## src/rtl/iar_pkg.sv

```systemverilog
// Shared constants, types and helpers for the integer-to-ASCII radix converter.
// No dependencies; imported by iar_div, iar_store and int_to_ascii_radix.
package iar_pkg;

  localparam int VALUE_WIDTH = 32;
  localparam int RADIX_W     = 6;
  localparam int FUNC_W      = 2;
  localparam int CHAR_W      = 7;

  // digits of the widest magnitude plus a minus sign
  localparam int STORE_DEPTH = VALUE_WIDTH + 1;
  localparam int ADDR_W      = $clog2(STORE_DEPTH);
  localparam int CNT_W       = $clog2(STORE_DEPTH + 1);
  localparam int DCNT_W      = $clog2(VALUE_WIDTH);

  localparam logic [RADIX_W-1:0] RADIX_MIN = RADIX_W'(2);
  localparam logic [RADIX_W-1:0] RADIX_MAX = RADIX_W'(36);

  localparam logic [VALUE_WIDTH-1:0] S16_MAX  = VALUE_WIDTH'(32'h0000_7FFF);
  localparam logic [VALUE_WIDTH-1:0] HI_ONES  = {{(VALUE_WIDTH-16){1'b1}}, 16'h0000};

  localparam logic [CHAR_W-1:0] CHAR_ZERO  = 7'h30;
  localparam logic [CHAR_W-1:0] CHAR_MINUS = 7'h2D;
  localparam logic [CHAR_W-1:0] CHAR_NUL   = 7'h00;
  // 'a' - 10
  localparam logic [CHAR_W-1:0] ALPHA_OFS  = 7'd87;

  typedef enum logic [FUNC_W-1:0] {
    FUNC_S32 = 2'd0,
    FUNC_S16 = 2'd1,
    FUNC_U32 = 2'd2,
    FUNC_RSV = 2'd3
  } func_t;

  typedef struct packed {
    logic                   wr_en;
    logic [ADDR_W-1:0]      wr_addr;
    logic [CHAR_W-1:0]      wr_data;
    logic                   rd_en;
    logic [ADDR_W-1:0]      rd_addr;
  } store_req_t;

  function automatic logic [CHAR_W-1:0] digit_char(input logic [RADIX_W-1:0] d);
    logic [CHAR_W-1:0] c;
    if (d < RADIX_W'(10)) begin
      c = CHAR_ZERO + CHAR_W'(d);
    end else begin
      c = ALPHA_OFS + CHAR_W'(d);
    end
    return c;
  endfunction

endpackage

```

## src/rtl/int_to_ascii_radix.sv

```systemverilog
// Integer-to-ASCII radix converter, top level. Uses iar_pkg, iar_div, iar_store.
// Each digit takes one pass through the shared bit-serial divider, the minus sign
// takes the S_SIGN state, then each character emitted passes through S_RD and S_OUT.
// An invalid base answers with one transaction in the cycle after accept. One transaction at a time.
// Reset (rst_n low, synchronous) returns the sequencer to idle; the store is not cleared.
module int_to_ascii_radix (
  input  logic                            clk,
  input  logic                            rst_n,
  input  logic                            in_valid,
  output logic                            in_ready,
  input  logic [iar_pkg::VALUE_WIDTH-1:0] in_value_bits,
  input  logic [iar_pkg::RADIX_W-1:0]     in_radix,
  input  logic [iar_pkg::FUNC_W-1:0]      in_func,
  output logic                            out_valid,
  input  logic                            out_ready,
  output logic [iar_pkg::CHAR_W-1:0]      out_char_code,
  output logic                            out_last,
  output logic                            out_empty_res
);
  import iar_pkg::*;

  typedef enum logic [5:0] {
    S_IDLE  = 6'b000001,
    S_DIV   = 6'b000010,
    S_SIGN  = 6'b000100,
    S_RD    = 6'b001000,
    S_OUT   = 6'b010000,
    S_EMPTY = 6'b100000
  } state_t;

  state_t                 state_r, state_nxt;
  logic [CNT_W-1:0]       cnt_r, cnt_nxt;
  logic [CNT_W-1:0]       idx_r, idx_nxt;
  logic                   neg_r, neg_nxt;
  logic [RADIX_W-1:0]     radix_r, radix_nxt;

  logic                   accept;
  logic                   radix_ok;
  func_t                  func;
  logic [VALUE_WIDTH-1:0] val_ext;
  logic                   val_neg;
  logic [VALUE_WIDTH-1:0] mag;

  logic                   div_start;
  logic [VALUE_WIDTH-1:0] div_dividend;
  logic [RADIX_W-1:0]     div_divisor;
  logic                   div_done;
  logic [VALUE_WIDTH-1:0] div_quo;
  logic [RADIX_W-1:0]     div_rem;

  store_req_t             st_req;
  logic [CHAR_W-1:0]      st_rd_data;

  assign func     = func_t'(in_func);
  assign in_ready = (state_r == S_IDLE);
  assign accept   = in_valid && in_ready;
  assign radix_ok = in_radix inside {[RADIX_MIN:RADIX_MAX]};

  always_comb begin
    val_ext = in_value_bits;
    if (func == FUNC_S16 && in_value_bits > S16_MAX) begin
      val_ext = in_value_bits | HI_ONES;
    end
  end

  assign val_neg = (func != FUNC_U32) && val_ext[VALUE_WIDTH-1];
  assign mag     = val_neg ? (~val_ext + VALUE_WIDTH'(1)) : val_ext;

  // base comes from the port on accept, from the held copy on later digits
  assign div_divisor = (state_r == S_IDLE) ? in_radix : radix_r;

  always_comb begin
    state_nxt    = state_r;
    cnt_nxt      = cnt_r;
    idx_nxt      = idx_r;
    neg_nxt      = neg_r;
    radix_nxt    = radix_r;
    div_start    = 1'b0;
    div_dividend = mag;
    st_req       = '0;
    st_req.wr_addr = cnt_r[ADDR_W-1:0];
    st_req.rd_addr = idx_r[ADDR_W-1:0];
    st_req.wr_data = digit_char(div_rem);

    case (state_r)
      S_IDLE: begin
        if (accept) begin
          if (radix_ok) begin
            div_start = 1'b1;
            neg_nxt   = val_neg;
            radix_nxt = in_radix;
            cnt_nxt   = '0;
            state_nxt = S_DIV;
          end else begin
            state_nxt = S_EMPTY;
          end
        end
      end
      S_DIV: begin
        if (div_done) begin
          // digits land least significant first
          st_req.wr_en = 1'b1;
          cnt_nxt      = cnt_r + CNT_W'(1);
          if (div_quo != '0) begin
            div_start    = 1'b1;
            div_dividend = div_quo;
          end else if (neg_r) begin
            state_nxt = S_SIGN;
          end else begin
            idx_nxt   = cnt_r;
            state_nxt = S_RD;
          end
        end
      end
      S_SIGN: begin
        st_req.wr_en   = 1'b1;
        st_req.wr_data = CHAR_MINUS;
        cnt_nxt        = cnt_r + CNT_W'(1);
        idx_nxt        = cnt_r;
        state_nxt      = S_RD;
      end
      S_RD: begin
        st_req.rd_en = 1'b1;
        state_nxt    = S_OUT;
      end
      S_OUT: begin
        if (out_ready) begin
          if (idx_r == '0) begin
            state_nxt = S_IDLE;
          end else begin
            idx_nxt   = idx_r - CNT_W'(1);
            state_nxt = S_RD;
          end
        end
      end
      S_EMPTY: begin
        if (out_ready) begin
          state_nxt = S_IDLE;
        end
      end
      default: begin
        state_nxt = S_IDLE;
      end
    endcase
  end

  always_ff @(posedge clk) begin
    if (!rst_n) begin
      state_r <= S_IDLE;
      cnt_r   <= '0;
      idx_r   <= '0;
      neg_r   <= 1'b0;
      radix_r <= '0;
    end else begin
      state_r <= state_nxt;
      cnt_r   <= cnt_nxt;
      idx_r   <= idx_nxt;
      neg_r   <= neg_nxt;
      radix_r <= radix_nxt;
    end
  end

  iar_div u_div (
    .clk       (clk),
    .rst_n     (rst_n),
    .start     (div_start),
    .dividend  (div_dividend),
    .divisor   (div_divisor),
    .done      (div_done),
    .quotient  (div_quo),
    .remainder (div_rem)
  );

  iar_store u_store (
    .clk     (clk),
    .req     (st_req),
    .rd_data (st_rd_data)
  );

  assign out_valid     = (state_r == S_OUT) || (state_r == S_EMPTY);
  assign out_empty_res = (state_r == S_EMPTY);
  assign out_char_code = (state_r == S_EMPTY) ? CHAR_NUL : st_rd_data;
  assign out_last      = (state_r == S_EMPTY) || (idx_r == '0);

endmodule

```

## src/rtl/iar_div.sv

```systemverilog
// Restoring divider: VALUE_WIDTH-bit dividend by a 6-bit base, one quotient bit a cycle.
// Depends on iar_pkg.
module iar_div (
  input  logic                         clk,
  input  logic                         rst_n,
  input  logic                         start,
  input  logic [iar_pkg::VALUE_WIDTH-1:0] dividend,
  input  logic [iar_pkg::RADIX_W-1:0]  divisor,
  output logic                         done,
  output logic [iar_pkg::VALUE_WIDTH-1:0] quotient,
  output logic [iar_pkg::RADIX_W-1:0]  remainder
);
  import iar_pkg::*;

  logic                    busy_r, busy_nxt;
  logic                    done_r, done_nxt;
  logic [DCNT_W-1:0]       cnt_r, cnt_nxt;
  logic [VALUE_WIDTH-1:0]  quo_r, quo_nxt;
  logic [RADIX_W-1:0]      rem_r, rem_nxt;
  logic [RADIX_W-1:0]      base_r, base_nxt;
  logic [RADIX_W:0]        shifted;
  logic [RADIX_W:0]        diff;
  logic                    ge;

  // partial remainder stays below the base, so RADIX_W+1 bits hold the shift
  assign shifted = {rem_r, quo_r[VALUE_WIDTH-1]};
  assign ge      = shifted >= {1'b0, base_r};
  assign diff    = shifted - {1'b0, base_r};

  always_comb begin
    busy_nxt = busy_r;
    done_nxt = 1'b0;
    cnt_nxt  = cnt_r;
    quo_nxt  = quo_r;
    rem_nxt  = rem_r;
    base_nxt = base_r;
    if (start) begin
      busy_nxt = 1'b1;
      cnt_nxt  = DCNT_W'(VALUE_WIDTH - 1);
      quo_nxt  = dividend;
      rem_nxt  = '0;
      base_nxt = divisor;
    end else if (busy_r) begin
      quo_nxt = {quo_r[VALUE_WIDTH-2:0], ge};
      rem_nxt = ge ? diff[RADIX_W-1:0] : shifted[RADIX_W-1:0];
      cnt_nxt = cnt_r - DCNT_W'(1);
      if (cnt_r == '0) begin
        busy_nxt = 1'b0;
        done_nxt = 1'b1;
      end
    end
  end

  always_ff @(posedge clk) begin
    if (!rst_n) begin
      busy_r <= 1'b0;
      done_r <= 1'b0;
      cnt_r  <= '0;
    end else begin
      busy_r <= busy_nxt;
      done_r <= done_nxt;
      cnt_r  <= cnt_nxt;
    end
  end

  always_ff @(posedge clk) begin
    quo_r  <= quo_nxt;
    rem_r  <= rem_nxt;
    base_r <= base_nxt;
  end

  assign done      = done_r;
  assign quotient  = quo_r;
  assign remainder = rem_r;

endmodule

```

## src/rtl/iar_store.sv

```systemverilog
// Character store: one write port, one registered read port.
// Depends on iar_pkg.
module iar_store (
  input  logic                       clk,
  input  iar_pkg::store_req_t        req,
  output logic [iar_pkg::CHAR_W-1:0] rd_data
);
  import iar_pkg::*;

  logic [CHAR_W-1:0] mem [STORE_DEPTH];
  logic [CHAR_W-1:0] rd_data_r;

  always_ff @(posedge clk) begin
    if (req.wr_en) begin
      mem[req.wr_addr] <= req.wr_data;
    end
  end

  always_ff @(posedge clk) begin
    if (req.rd_en) begin
      rd_data_r <= mem[req.rd_addr];
    end
  end

  assign rd_data = rd_data_r;

endmodule

```

## config.mk

```make
export PLATFORM = sky130hd
export DESIGN_NAME = int_to_ascii_radix
export DESIGN_NICKNAME = d
export VERILOG_FILES = /design/src/rtl/iar_pkg.sv /design/src/rtl/int_to_ascii_radix.sv /design/src/rtl/iar_div.sv /design/src/rtl/iar_store.sv
export SDC_FILE = /design/constraint.sdc
export NUM_CORES = 1
export LEC_CHECK = 0
export BUFFER_PORTS_ARGS = -buffer_cell sky130_fd_sc_hd__buf_2
export CORE_ASPECT_RATIO = 2
export CORE_UTILIZATION = 67
export DETAILED_ROUTE_END_ITERATION = 12
export GPL_ROUTABILITY_DRIVEN = 0
export PLACE_DENSITY = 0.93
export SLEW_MARGIN = 15
export SYNTH_ARGS = -nofsm -noshare
export SYNTH_HDL_FRONTEND = slang
export SYNTH_HIERARCHICAL = 1
export SYNTH_SLANG_ARGS = --single-unit
```

## constraint.sdc

```tcl
create_clock -name clk -period 8 [get_ports clk]
set_input_delay 0.4 -clock clk [delete_from_list [all_inputs] [get_ports clk]]
set_output_delay 0.4 -clock clk [all_outputs]
set_load 0.02 [all_outputs]
```

==> flow_summary.yaml <==
outcome:
  status: "complete, no violations"
die:
  coreArea_mm2: 0.0217
  die_area_mm2: 0.0229
  ioPinCount: 55
  fp.dieH_um: 213
  die_w_um: 107
  num_rows: 76
  initial_core_util: 0.688
setup_path:
  slowest_delay_ns: 0.75
  path_class: "flop to flop"
  crit_fanout: 54
  r2r-start: "state_r[5]$_SDFFE_PN0P_"
  startpoint: "state_r[5]$_SDFFE_PN0P_"
  crit_path_end_kind: "flop"
  critPathRequiredTime_ns: 8.15
  start_kind: "flop"
  crit_path_cell_trace: "nor4_1 > nand3b_1 > inv_1 > nand4_1 > nand2_4 > or2_2"
  cpMaxStageDelayCell: "nand2_4"
  crit_arrival_ns: 4.41
global_routing:
  antenna_found_initial: 1
  overflow: 0
  grt_pass1_vias: 10062
  grt_start_max_net_pins: 57
  grt_pass1_wl_um: 51600
  grt.total_usage: 0.301
timing:
  fin_crit_sh: 0.532
  fin_setup_tns_ns: 0
  finalHoldViolCount: 0
  tightest_slew_ns: 1.12
  fin_crit_ns: 4.26
  rsz0062_at_grt: "false"
  setup_violations: 0
  fmax_mhz: 235
  fin_ws_ns: 3.74
  finClkSkew_ns: 0.0194
  drv_slew: 0
  slew-limit-headroom: 0.251
cts:
  clockRootBuffer: "clkbuf_16"
  cts_sinks: 314
  cts_setup_buffers: 0
  cts_made_buffers: 25
  clkSlewWorstSetupHoldPaths_ns: 0.07
  htreeDepth: 1
  clk_latency_ns: 0.53
  cts_max_path_buffers: 3
  cts_hold_buf: 0
  cts.repair.resized: 0
  cts_tree: "built"
cells_and_area:
  area_growth_pct: 9.20
  nets: 1263
  drive_gt1_frac: 0.147
  layout_commonest_cell: "edfxtp_1"
  layout_common_cells: "edfxtp_1 (276), mux2i_1 (124), nor2_1 (91)"
  fillCellCount: 1316
yosys:
  synth_flop_cell: "edfxtp_1"
  synth_edf_count: 276
  ys_seq_elements: 314
  syn_inst: 1158
  yosys_warnings: 6
  synth_top_area_frac: 0.556
  synthArstFlopShare: 0
  yosysTopAreaCell: "edfxtp_1"
  synth.avg_cell_area_um2: 12.9
  ys_seq_area_frac: 0.607
  syn_area_mm2: 0.0149
  synth_nets: 1218
  yosysUniqueCellTypes: 72
  yosys-top-cells-area: "edfxtp_1 (56%), mux2i_1 (8.3%), dfxtp_1 (5.1%)"
power_and_ir_drop:
  p_leak_nw: 5.27
  powerDensity_mw_per_mm2: 300
  cellInternalPower_mw: 3.42
  p_comb_frac: 0.232
  report.power.total_mw: 4.88
  seqPwrFrac: 0.496
  switching_share: 0.299
  p_switching_mw: 1.46
  vdd_drop_max_v: 0.000249
  p_clk_frac: 0.271
hold_path:
  hold_start: "in_radix[0]"
  min_path_type: "input pin to flop"
drt:
  via_count: 10122
  firstDrtPassIters: 6
  drt_wl_total_um: 33600
  drtAntennaViolNets: 0
  drc: 0
  avgRoutedWirePerCell_um: 22.5
  routed_via_density: 6.77
  drt_iter0_markers: 853
placed_design:
  dp_slack_ns: 3.57
  io_buffers: 54
  hpwlAfterDp_um: 22400
flow_run:
  maxCapViolCount: 0
## final cells by class
type,instances,area (um^2),share of cell area
repair buffers,72,413,0.0254
well taps,273,342,0.0210
inverters,26,97.6,0.00599
clock inverters,17,233,0.0143
flip-flops and latches,314,9050,0.556
clock buffers,28,667,0.0410
diodes,1,2.50,0.000154
multi-input cells,764,5480,0.336
## cell usage after synthesis (all sizes together) (15+ instances only)
library cell / instances
inv: 26
clkbuf: 31
a22oi: 30
a211oi: 17
or4: 15
a22o: 15
nor3: 17
ha: 15
mux2: 34
nor2: 93
xnor2: 25
buf: 23
a21oi: 47
mux2i: 124
edfxtp: 276
and2: 18
nor4: 23
dfxtp: 38
nand2: 82
o21ai: 30
## power groups by stage
stage	clock network (mW)	logic [mW]	registers, mW
floorplan	0	0.732	2.41
finish	1.33	1.13	2.42
global placement	0	1.03	2.45
CTS	1.33	1.10	2.42
detailed placement	0	1.08	2.46
global route	1.40	1.21	2.43
## metal layers
layer | track usage | vias up | part of all wire
met5 | 0 | - | 0
met4 | 0.204 | 0 | 0.072
met3 | 0.0299 | 171 | 0.065
met2 | 0.578 | 569 | 0.55
met1 | 0.296 | 4817 | 0.31
li1 | - | 4565 | -
## worst max-delay path, delay by kind of cell (launching register included)
family	cells	cell delay, ns
buffers and inverters	1	0.44
flip-flops	1	0.35
AND/OR/NAND/NOR	5	3.05
## cells by family after synthesis
kind of cell,Yosys count,synth area share
AND/OR/NAND/NOR,324,0.110
flip-flops,314,0.607
AO/OA/AOI/OAI,233,0.111
multiplexers,158,0.109
buffers and inverters,80,0.0292
XOR/XNOR,33,0.0194
adder cells (fa/ha/maj),16,0.0139
## registers in the layout (all words and copies together) (netlist names), 5 cells and up
register and flops:
u_div/quotient 32, radix_r 6, u_div/cnt_r 5, u_store/rd_data 7
idx_r 6, u_div/base_r 6, u_div/remainder 6, state_r 6
cnt_r 6, u_store/mem 231
## worst paths after layout
| check | endpoint | slack (ns) | cells past startpoint |
|---|---|---|---|
| hold reg to reg | radix_r[2]$_SDFFE_PN0P_ | 0.53 | 2 |
| setup reg to reg | u_div/quotient[8]$_DFFE_PP_ | 3.74 | 6 |
| setup / recovery | u_div/quotient[8]$_DFFE_PP_ | 3.74 | 6 |
| hold / removal | radix_r[0]$_SDFFE_PN0P_ | 0.13 | 3 |
## per-stage QoR
step / std cells / util / instance area (um^2) / hold WS, ns
6_report: 1495 / 0.751 / 16300 / 0.130
3_5_place_dp: 1448 / 0.708 / 15400 / 0.504
2_1_floorplan: 1158 / - / 14900 / 0.445
5_1_grt: 1495 / 0.751 / 16300 / 0.162
3_3_place_gp: 1448 / 0.708 / 15400 / 0.495
4_1_cts: 1493 / 0.750 / 16300 / 0.130
Note: power is estimated with default switching activity, not from simulation.
